$ cat src/lrdc_pkg.sv
// Shared types, codes and constants of the log record deframer and checker.
`timescale 1ns / 1ps

package lrdc_pkg;

    localparam logic [31:0] RECORD_MAGIC = 32'h4b56574c;
    localparam logic [31:0] FNV_BASIS    = 32'd2166136261;
    localparam logic [31:0] FNV_PRIME    = 32'd16777619;

    localparam int unsigned RECORD_HDR_LEN = 20;
    localparam int unsigned HDR_IDX_W      = $clog2(RECORD_HDR_LEN);
    localparam int unsigned CFG_INDEX_W    = 2;
    localparam int unsigned TAIL_W         = 34;

    localparam logic [CFG_INDEX_W-1:0] CFG_PUT_TYPE    = 2'd0;
    localparam logic [CFG_INDEX_W-1:0] CFG_DELETE_TYPE = 2'd1;

    localparam logic [7:0] PUT_TYPE_RESET    = 8'd0;
    localparam logic [7:0] DELETE_TYPE_RESET = 8'd1;

    localparam logic [2:0] KIND_KEY_BYTE    = 3'd0;
    localparam logic [2:0] KIND_VALUE_BYTE  = 3'd1;
    localparam logic [2:0] KIND_EMPTY_CLOSE = 3'd2;
    localparam logic [2:0] KIND_SUMMARY     = 3'd3;
    localparam logic [2:0] KIND_ERROR       = 3'd4;

    localparam logic [1:0] STATUS_OK        = 2'd0;
    localparam logic [1:0] STATUS_BAD_MAGIC = 2'd1;
    localparam logic [1:0] STATUS_BAD_TYPE  = 2'd2;
    localparam logic [1:0] STATUS_MISMATCH  = 2'd3;

    typedef struct packed {
        logic [2:0]        result_kind;
        logic [7:0]        payload_byte;
        logic              record_closes;
        logic [1:0]        status_code;
        logic [7:0]        kind_of_record;
        logic [31:0]       key_bytes_total;
        logic [31:0]       value_bytes_total;
        logic [31:0]       records_applied;
        logic [TAIL_W-1:0] tail_skipped;
    } lrdc_result_t;

    typedef struct packed {
        logic                   write;
        logic [CFG_INDEX_W-1:0] index;
        logic [7:0]             data;
    } lrdc_cfg_wr_t;

    typedef struct packed {
        logic has_result;
        logic halted;
    } lrdc_status_t;

    // One FNV-1a step: fold the byte in, then multiply by the prime modulo 2^32.
    function automatic logic [31:0] fnv_step(input logic [31:0] h, input logic [7:0] b);
        logic [31:0] x;
        x = h ^ {24'd0, b};
        return x * FNV_PRIME;
    endfunction

endpackage

$ cat src/lrdc_engine.sv
// Record state, header decoding, checksum and result generation for one item.
`timescale 1ns / 1ps

module lrdc_engine (
    input  logic                  clk,
    input  logic                  rst_n,
    input  logic                  fire,
    input  logic [7:0]            stream_byte,
    input  logic                  end_of_stream,
    input  lrdc_pkg::lrdc_cfg_wr_t cfg_wr,
    output lrdc_pkg::lrdc_result_t result,
    output lrdc_pkg::lrdc_status_t status
);
    import lrdc_pkg::*;

    typedef enum logic [1:0] {
        PH_HEADER,
        PH_KEY,
        PH_VALUE
    } phase_t;

    localparam logic [HDR_IDX_W-1:0] HDR_LAST = HDR_IDX_W'(RECORD_HDR_LEN - 1);

    phase_t                phase_reg, phase_next;
    logic [HDR_IDX_W-1:0]  hidx_reg, hidx_next;
    logic [31:0]           magic_reg, magic_next;
    logic [7:0]            type_reg, type_next;
    logic [31:0]           key_len_reg, key_len_next;
    logic [31:0]           value_len_reg, value_len_next;
    logic [31:0]           cksum_reg, cksum_next;
    logic [31:0]           pcount_reg, pcount_next;
    logic [31:0]           hash_reg, hash_next;
    logic [31:0]           applied_reg, applied_next;
    logic [TAIL_W-1:0]     rbc_reg, rbc_next;
    logic                  halted_reg, halted_next;
    logic [7:0]            put_type_reg, delete_type_reg;

    logic [31:0] hash_step;
    logic [31:0] pcount_inc;
    logic        emit;
    logic        close;
    logic [2:0]  kind;
    logic [7:0]  out_byte;
    logic [1:0]  code;
    logic        closes;

    assign hash_step  = fnv_step(hash_reg, stream_byte);
    assign pcount_inc = pcount_reg + 32'd1;

    always_comb
    begin
        phase_next     = phase_reg;
        hidx_next      = hidx_reg;
        magic_next     = magic_reg;
        type_next      = type_reg;
        key_len_next   = key_len_reg;
        value_len_next = value_len_reg;
        cksum_next     = cksum_reg;
        pcount_next    = pcount_reg;
        hash_next      = hash_reg;
        applied_next   = applied_reg;
        rbc_next       = rbc_reg;
        halted_next    = halted_reg;
        emit           = 1'b0;
        close          = 1'b0;
        kind           = KIND_KEY_BYTE;
        out_byte       = 8'd0;
        code           = STATUS_OK;
        closes         = 1'b0;

        if (!halted_reg && end_of_stream)
        begin
            emit = 1'b1;
            kind = KIND_SUMMARY;
        end
        else if (!halted_reg)
        begin
            rbc_next = rbc_reg + TAIL_W'(1);
            case (phase_reg)
                PH_HEADER:
                begin
                    if (hidx_reg < HDR_IDX_W'(4))
                    begin
                        magic_next = {stream_byte, magic_reg[31:8]};
                    end
                    else if (hidx_reg == HDR_IDX_W'(4))
                    begin
                        type_next = stream_byte;
                        hash_next = hash_step;
                    end
                    else if (hidx_reg >= HDR_IDX_W'(8) && hidx_reg < HDR_IDX_W'(12))
                    begin
                        key_len_next = {stream_byte, key_len_reg[31:8]};
                        hash_next    = hash_step;
                    end
                    else if (hidx_reg >= HDR_IDX_W'(12) && hidx_reg < HDR_IDX_W'(16))
                    begin
                        value_len_next = {stream_byte, value_len_reg[31:8]};
                        hash_next      = hash_step;
                    end
                    else if (hidx_reg >= HDR_IDX_W'(16))
                    begin
                        cksum_next = {stream_byte, cksum_reg[31:8]};
                    end

                    if (hidx_reg != HDR_LAST)
                    begin
                        hidx_next = hidx_reg + HDR_IDX_W'(1);
                    end
                    else
                    begin
                        hidx_next = '0;
                        if (magic_next != RECORD_MAGIC)
                        begin
                            halted_next = 1'b1;
                            emit        = 1'b1;
                            kind        = KIND_ERROR;
                            code        = STATUS_BAD_MAGIC;
                        end
                        else if (type_next != put_type_reg && type_next != delete_type_reg)
                        begin
                            halted_next = 1'b1;
                            emit        = 1'b1;
                            kind        = KIND_ERROR;
                            code        = STATUS_BAD_TYPE;
                        end
                        else
                        begin
                            pcount_next = '0;
                            if (key_len_next != 32'd0)
                            begin
                                phase_next = PH_KEY;
                            end
                            else if (value_len_next != 32'd0)
                            begin
                                phase_next = PH_VALUE;
                            end
                            else
                            begin
                                close = 1'b1;
                                kind  = KIND_EMPTY_CLOSE;
                            end
                        end
                    end
                end
                PH_KEY:
                begin
                    hash_next   = hash_step;
                    pcount_next = pcount_inc;
                    emit        = 1'b1;
                    kind        = KIND_KEY_BYTE;
                    out_byte    = stream_byte;
                    if (pcount_inc == key_len_reg)
                    begin
                        pcount_next = '0;
                        if (value_len_reg != 32'd0)
                        begin
                            phase_next = PH_VALUE;
                        end
                        else
                        begin
                            close = 1'b1;
                        end
                    end
                end
                PH_VALUE:
                begin
                    hash_next   = hash_step;
                    pcount_next = pcount_inc;
                    emit        = 1'b1;
                    kind        = KIND_VALUE_BYTE;
                    out_byte    = stream_byte;
                    if (pcount_inc == value_len_reg)
                    begin
                        close = 1'b1;
                    end
                end
                default:
                begin
                    phase_next = PH_HEADER;
                end
            endcase

            // The end of a record compares the finished hash with the stored checksum.
            if (close)
            begin
                emit   = 1'b1;
                closes = 1'b1;
                if (hash_next == cksum_next)
                begin
                    if (applied_reg != 32'hffffffff)
                    begin
                        applied_next = applied_reg + 32'd1;
                    end
                    phase_next  = PH_HEADER;
                    hidx_next   = '0;
                    pcount_next = '0;
                    hash_next   = FNV_BASIS;
                    rbc_next    = '0;
                end
                else
                begin
                    halted_next = 1'b1;
                    kind        = KIND_ERROR;
                    code        = STATUS_MISMATCH;
                end
            end
        end
    end

    always_comb
    begin
        result.result_kind    = kind;
        result.payload_byte   = out_byte;
        result.record_closes  = closes;
        result.status_code    = code;
        result.records_applied = applied_next;
        if (kind == KIND_SUMMARY)
        begin
            result.kind_of_record    = 8'd0;
            result.key_bytes_total   = 32'd0;
            result.value_bytes_total = 32'd0;
            result.tail_skipped      = rbc_reg;
        end
        else
        begin
            result.kind_of_record    = type_next;
            result.key_bytes_total   = key_len_next;
            result.value_bytes_total = value_len_next;
            result.tail_skipped      = '0;
        end
    end

    assign status.has_result = emit;
    assign status.halted     = halted_reg;

    always_ff @(posedge clk or negedge rst_n)
    begin
        if (!rst_n)
        begin
            put_type_reg    <= PUT_TYPE_RESET;
            delete_type_reg <= DELETE_TYPE_RESET;
        end
        else if (cfg_wr.write)
        begin
            if (cfg_wr.index == CFG_PUT_TYPE)
            begin
                put_type_reg <= cfg_wr.data;
            end
            else if (cfg_wr.index == CFG_DELETE_TYPE)
            begin
                delete_type_reg <= cfg_wr.data;
            end
        end
    end

    always_ff @(posedge clk or negedge rst_n)
    begin
        if (!rst_n)
        begin
            phase_reg     <= PH_HEADER;
            hidx_reg      <= '0;
            magic_reg     <= '0;
            type_reg      <= '0;
            key_len_reg   <= '0;
            value_len_reg <= '0;
            cksum_reg     <= '0;
            pcount_reg    <= '0;
            hash_reg      <= FNV_BASIS;
            applied_reg   <= '0;
            rbc_reg       <= '0;
            halted_reg    <= 1'b0;
        end
        else if (fire)
        begin
            phase_reg     <= phase_next;
            hidx_reg      <= hidx_next;
            magic_reg     <= magic_next;
            type_reg      <= type_next;
            key_len_reg   <= key_len_next;
            value_len_reg <= value_len_next;
            cksum_reg     <= cksum_next;
            pcount_reg    <= pcount_next;
            hash_reg      <= hash_next;
            applied_reg   <= applied_next;
            rbc_reg       <= rbc_next;
            halted_reg    <= halted_next;
        end
    end

endmodule

$ cat config.mk
export PLATFORM = sky130hd
export DESIGN_NAME = lrdc_engine
export DESIGN_NICKNAME = d
export VERILOG_FILES = /design/src/lrdc_pkg.sv /design/src/lrdc_engine.sv
export SDC_FILE = /design/constraint.sdc
export NUM_CORES = 1
export LEC_CHECK = 0
export BUFFER_PORTS_ARGS = -buffer_cell sky130_fd_sc_hd__buf_4
export CAP_MARGIN = 25
export CORE_MARGIN = 2
export CORE_UTILIZATION = 65
export DETAILED_ROUTE_END_ITERATION = 8
export GPL_TIMING_DRIVEN = 0
export PLACE_DENSITY = 0.85
export SYNTH_ARGS = -nofsm -noshare
export SYNTH_HDL_FRONTEND = slang
export SYNTH_SLANG_ARGS = --single-unit
$ cat constraint.sdc
create_clock -name clk -period 20.5 [get_ports clk]
set_clock_uncertainty 0.2 [all_clocks]
set_input_delay 2.05 -clock clk [delete_from_list [all_inputs] [get_ports clk]]
set_output_delay 2.05 -clock clk [all_outputs]
set_load 0.05 [all_outputs]
== After elaboration in Yosys (flattened, before gate mapping) ==
Cells that the tools add are included.
Word-level totals
  bits in registers: 290
  bits in latches: 0
  bits in writable memories: 0
  ROM bits: 0
  bits of input ports: 23
  word-level logic and storage cells: 182
  memories kept: 0
Operators by class
  $add $sub $neg: 4
  multiply operators: 1
  divide/modulo/power cells: 0
  order comparisons: 6
  equal/unequal tests: 13
  shifts and indexed selects: 0
  multiplexer cells: 124
  bitwise logic cells: 4
  reductions and logical operators: 16
Operator list (count)
  32-bit two-way mux: 50
  34-bit two-way mux: 3
  32-bit equality test: 3
  32-bit case mux with 3 select lines: 1
  32-bit nonzero test: 3
  8-bit two-way mux: 11
  72-bit two-way mux: 1
  32-bit by 1-bit adder with 32-bit output, second input constant: 2
  32-bit case mux with 2 select lines: 1
  2-bit two-way mux: 19
  34-bit by 1-bit adder with 34-bit output, second input constant: 1
  32-bit by 25-bit multiplier with 32-bit output, second input constant: 1
  32-bit by 31-bit != test with 1-bit output, second input constant: 1
  32-bit != test, second input constant: 1
  32-bit by 8-bit bitwise XOR with 32-bit output: 1
  1-bit two-way mux: 23
  3-bit two-way mux: 7
  5-bit two-way mux: 4
  8-bit != test: 2
  5-bit by 4-bit greater-or-equal comparator with 1-bit output, second input constant: 2
  2-bit case mux with 3 select lines: 1
  3-bit case mux with 2 select lines: 1
  3-bit AND reduction: 2
  5-bit by 1-bit adder with 5-bit output, second input constant: 1
  18 further kinds: 26

== Depth between registers and ports, before layout ==
Gate-level depths: netlist (run 1).
  word-level depth: 23
  gate-level depth with buffers: 32
  gate-level depth less buffers: 27

== Worst setup path after synthesis (run 1) ==
No wires, ideal clock.
  path kind: input to output
  from: input stream_byte[6]
  to: output result[10] (netlist name)
  data arrival time: 9.520 ns
  slack: 8.730 ns
  cell stages on the path: 29
  path buffers: 3
  path through: clkbuf_1 -> xor2_1 -> ha_1 -> ha_1 -> inv_1 -> fa_1 -> inv_1 -> ha_1 -> inv_1 -> fa_1 -> inv_1 -> ha_1 -> inv_1 -> fa_1 -> inv_1 -> ha_1 -> clkbuf_1 -> a21oi_1 -> o21ai_1 -> a221oi_1 -> nor2_1 -> a2111o_1 -> nor4_1 -> nand4_1 -> or4_4 -> o21ai_0 -> a21oi_1 -> clkbuf_1 -> nor3b_1
RTL lines
  start: declaration: RTL line lrdc_engine.sv:8  | input logic [7:0] stream_byte,
  end: declaration: RTL line lrdc_engine.sv:11  | output lrdc_pkg::lrdc_result_t result,

==> qor.csv, run 1 <==
metric,value,unit
max-slew violations,0,
final setup vio count,0,
CTS root buffer,clkbuf_16,
Mapped Cells,2989,
fin nets,3496,
Post-synth EDFFs,0,
Post-Synthesis Cell Area,0.0265,mm²
"Seq/Total Area, Yosys",27.4,%
post-synthesis register bit count,290,
DIE HEIGHT,206,µm
FF-to-FF setup slack,11.32,ns
Slew headroom,22.4,%
hpwl dp,75800,µm
1st-iter DRT viols,3306,
io pins,177,
Slew @ Worst Pin,1.16,ns
"Buf+Inv Stages, Crit Path",13,
Synth area leader,dfrtp_1,
worst hold path type,register to register,
crit path capture type,primary output,
Syn Area/Cell,8.88,µm²
H-Tree Depth,2,
GRT Total Usage,47.0,%
ys flop type,dfrtp_1,
synth cell count leaders,"dfrtp_1, inv_1, nor2_1",
total core area,0.0406,mm²
Max stage delay on crit path,0.72,ns
Total Wirelength,101000,µm
final worst path period share,65.6,%
"top cells by area, synth","dfrtp_1, ha_1, mux2_2, fa_1, xnor2_1",
asr flop ratio synth,100,%
post-CTS sizing,0,
starting density of the core,65.4,%
number of vias per cell,6.95,
Final TNS setup,0,ns
CTS tree,done,
layout cell share with drive strength beyond 1,15.1,%
top cell type's share of synthesized area,25.9,%
WL/cell,26.8,µm
number of detailed-route iterations in the first pass,8,
final hold vios,0,
Die W,206,µm
clock buffer depth,3,
fin crit period,13.45,ns
CTS Buf Count,35,
Area growth syn-to-layout,12.6,%
# DRC,0,
largest net degree at the start of global routing,133,
Filler Cells Inserted,2759,
critical path class,input pin to primary output,
critical path arrival,11.20,ns
"Distinct cells, synth",102,
Largest register FFs,34,
Antenna Violating Nets Remaining,0,
register area,0.00728,mm²
Max Cap Viol,0,
row count,74,
status,"complete, no violations",
RSZ-0062 raised after global routing,no,
clock tree sinks,290,
most frequent CP cell,inv_1,
CTS Hold Bufs,0,
RD Place Congestion,1.06,
Die Area,0.0425,mm²
vias post-DR,26169,
initial antenna violation count,2,
area of the multi-input gates,0.0174,mm²
cell family with the largest share of critical-path delay,buffers and inverters,
Startpoint Class,input pin,
Util after Layout,73.7,%
buffers added on ports,175,
total grt overflow,0,
Crit Path Max Fanout,10,
"Warnings, synthesis",0,
clock transition at the registers of the reported paths,0.06,ns
Worst path slowest cell,a221oi_1,
first-pass GRT wire length,151000,µm
Max Fclk,0.0744,GHz
worst endpoint required time,18.25,ns
worst skew pair latency,0.57,ns
Min Hold Slack,0.311,ns
postcts setup bufs,0,
Mapped Nets,3277,
vias in the first global route,25247,
metal layers:
| layer | part of all wire, % | wire length [µm] | GRT usage (%) | vias to the layer above |
|---|---|---|---|---|
| met1 | 38 | 38500 | 61.6 | 12544 |
| met5 | 0 | 0 | 0 | - |
| met2 | 44 | 44100 | 72.7 | 2126 |
| li1 | - | - | - | 11002 |
| met4 | 5.8 | 5900 | 23.2 | 0 |
| met3 | 12 | 12600 | 11.9 | 497 |
stage by stage:
stage / setup WS [ns] / area (µm²) / instances
after floorplan: 8.73 / 26500 / 2989
after global placement: 7.12 / 28500 / 3696
after detailed placement: 7.43 / 28600 / 3703
after CTS: 7.37 / 29900 / 3766
after global routing: 6.73 / 29900 / 3766
final: 7.05 / 29900 / 3767
cells by family after synthesis:
group	count (synthesis)	share of synthesized area (%)
buf+inv	467	7.03
mux	273	11.1
xor+xnor	237	8.08
simple gates	992	19.9
fa+ha+maj	265	14.6
flops	290	27.4
compound gates	465	11.9
worst reg2reg max path, delay by kind of cell (launching register included):
kind | cells | cell delay (ns)
flops | 1 | 0.56
buf+inv | 10 | 1.34
compound gates | 6 | 2.07
xor+xnor | 1 | 0.54
simple gates | 5 | 1.73
fa+ha+maj | 8 | 2.60
area by class of cell:
type                    count  share of cell area, %
flip-flops and latches    290                   24.3
well taps                 532                   2.23
clock buffers              49                   3.41
multi-input cells        2232                   58.2
diodes                      1                0.00837
clock inverters            14                  0.846
repair buffers            182                   4.71
plain buffers             191                   2.78
inverters                 276                   3.47
final timing paths:
| path | start | end | cells past startpoint |
|---|---|---|---|
| max reg2reg | hash_reg[7]$_DFFE_PN1P_ | hidx_reg[2]$_DFFE_PN0P_ | 30 |
| min | cksum_reg[0]$_DFFE_PN0P_ | cksum_reg[0]$_DFFE_PN0P_ | 1 |
| max | stream_byte[5] | result[65] | 33 |
| min reg2reg | cksum_reg[0]$_DFFE_PN0P_ | cksum_reg[0]$_DFFE_PN0P_ | 1 |
| min in group asynchronous | rst_n | rbc_reg[31]$_DFFE_PN0P_ | 1 |
| max in group asynchronous | rst_n | delete_type_reg[3]$_DFFE_PN0P_ | 3 |
cells in the final DEF (no fill, tap or decap), types with 18 or more instances in the layout:
master / count
nor2_1: 231
inv_1: 275
clkbuf_16: 36
a2bb2oi_1: 18
mux2_2: 148
a22oi_1: 28
a211oi_1: 18
mux2i_1: 121
nand2_1: 198
nor4_1: 54
o31ai_1: 22
nand2b_1: 24
fa_1: 74
a21o_1: 22
nand4_1: 73
clkbuf_1: 124
xnor2_1: 167
nand3_1: 109
and4_1: 18
and3_1: 50
ha_1: 191
o21ai_0: 75
nand3b_1: 20
nor3_1: 52
xor2_1: 65
dfrtp_1: 275
nor3b_1: 46
buf_2: 39
buf_4: 182
buf_1: 22
a21oi_1: 114
and2_1: 24
Power of run 1 is not shown: default switching activity piles up to over one toggle a cycle in this logic, so the estimate is an artifact.
==> run 2: changes to the inputs <==
Settings changed: CORE_UTILIZATION 65 to 57, PLACE_DENSITY 0.85 to 0.79.
Clock period 20.5 ns to 12.27 ns, I/O delays scaled along.
==> run 2 against run 1 <==
  * Routed wire length is 5.4% lower
  * Via count is 3.6% lower
  * Core utilization is 9.0 points lower
  * Sequential share of layout area hardly changed
  * Critical endpoint unchanged
==> qor.csv, run 2 (synthesis results as in run 1) <==
metric,value,unit,change
io pins,177,,unchanged
Worst Reg-to-Reg Cells,31,,+3.3%
hpwl dp,73600,µm,-2.8%
highest routed layer,met5,,
worst endpoint required time,10.84,ns,-7.41 ns
Met2 Routed Length,42800,µm,-3.0%
Total Wirelength,95700,µm,-5.4%
fin nets,3496,,unchanged
fin crit period,11.71,ns,
Crit Path Max Fanout,10,,unchanged
M1 WL,38300,µm,-0.56%
critical path class,input pin to primary output,,
Slew headroom,25.1,%,+2.7 points
Max stage delay on crit path,0.72,ns,about the same
Place WS,0.732,ns,-6.70 ns
# DRC,0,,unchanged
hold path start,magic_reg[1]$_DFFE_PN0P_,,
H-Tree Depth,2,,unchanged
most frequent cells in the layout,"inv_1, dfrtp_1, nor2_1",,
initial antenna violation count,4,,+2
clock buffer depth,3,,unchanged
critical path arrival,10.28,ns,-0.92 ns
hold depth,1,,unchanged
FF-to-FF setup slack,3.29,ns,-8.03 ns
postcts setup bufs,0,,unchanged
most frequent CP cell,inv_1,,
Die W,220,µm,+6.7%
worst hold path type,register to register,,
post-route setup slack,0.561,ns,-6.49 ns
RSZ-0062 raised after global routing,no,,
"Cell Area, Placed",0.0287,mm²,+0.31%
vias post-DR,25231,,-3.6%
number of detailed-route iterations in the first pass,7,,-1
layout cell share with drive strength beyond 1,15.2,%,+0.067 points
WL/cell,24.9,µm,-7.2%
buffers added on ports,175,,unchanged
clock tree sinks,290,,unchanged
Reg-to-Reg End,hash_reg[3]$_DFFE_PN0P_,,
Util after Layout,64.7,%,-9.0 points
Final TNS setup,0,ns,unchanged
final worst path period share,95.4,%,
Antenna Violating Nets Remaining,0,,unchanged
post-route cell area,0.0299,mm²,+0.19%
final setup vio count,0,,unchanged
status,"complete, no violations",,
Largest register FFs,34,,unchanged
Max Cap Viol,0,,unchanged
Die Area,0.0483,mm²,+14%
row count,79,,+6.8%
Worst Hold End,magic_reg[1]$_DFFE_PN0P_,,
R2R Path Start,hash_reg[5]$_DFFE_PN0P_,,
"Buf+Inv Stages, Crit Path",13,,unchanged
CTS root buffer,clkbuf_16,,
RD Place Congestion,1.05,,-1.4%
CTS tree,done,,
CTS Buf Count,35,,unchanged
total core area,0.0463,mm²,+14%
Slew @ Worst Pin,1.11,ns,-0.0466 ns
first-pass GRT wire length,145000,µm,-3.8%
1st-iter DRT viols,3276,,-0.91%
Startpoint Class,input pin,,
Max Fclk,0.0854,GHz,
largest net degree at the start of global routing,134,,+0.75%
final hold vios,0,,unchanged
clock transition at the registers of the reported paths,0.06,ns,about the same
met3 routed WL,9970,µm,-21%
CTS Hold Bufs,0,,unchanged
vias in the first global route,24458,,-3.1%
crit path capture type,primary output,,
Area growth syn-to-layout,12.8,%,
Filler Cells Inserted,3859,,+40%
number of vias per cell,6.57,,-5.5%
starting density of the core,57.4,%,-8.1 points
Worst path slowest cell,a221oi_1,,
cell family with the largest share of critical-path delay,adder cells,,
GRT Total Usage,39.4,%,-7.6 points
worst skew pair latency,0.56,ns,about the same
total grt overflow,0,,unchanged
post-CTS sizing,0,,unchanged
DIE HEIGHT,220,µm,+6.7%
max-slew violations,0,,unchanged
[run 2: layer usage]
metal  GRT usage (%)  vias up
li1                -    11006
met1            53.4    12338
met2            62.1     1578
met3            6.80      307
met4            17.2        2
met5               0        -
[run 2: worst reg2reg max path, delay by kind of cell, from the launching register on]
family	cells	cell delay (ns)
DFF	1	0.43
and+or+nand+nor	8	2.28
buffers and inverters	11	1.55
AOI/OAI and AO/OA	4	1.65
xor gates and xnor gates	1	0.46
adders and majority gates	7	2.30
[run 2: worst max-delay path by stage]
stage | slack (ns) | startpoint | to | cells past startpoint
after floorplan | 2.15 | stream_byte[6] | result[10] | 29
after global placement | 0.40 | stream_byte[6] | result[65] | 32
after detailed placement | 0.73 | stream_byte[5] | result[65] | 33
after CTS | 0.68 | stream_byte[5] | result[65] | 33
after global routing | 0.06 | stream_byte[5] | result[65] | 33
final | 0.56 | stream_byte[5] | result[65] | 33
[run 2: metrics by stage]
step           hold slack (ns)  std cells
2_1_floorplan            0.265       2989
3_3_place_gp             0.281       3771
3_5_place_dp             0.285       3778
4_1_cts                  0.305       3840
5_1_grt                  0.323       3840
6_report                 0.301       3842
[run 2: cell type report]
cell class                 count  area, µm²  share of cell area [%]
timing repair buffer         182       1410                    4.69
inverter                     276       1040                    3.46
antenna                        2       5.00                  0.0167
multi-input combinational   2232      17400                    58.1
tap                          607        759                    2.54
sequential                   290       7280                    24.3
buffer                       191        831                    2.77
clock buffer                  42        953                    3.18
clock inverter                20        284                   0.948
Power of run 2 is left out for the same reason.
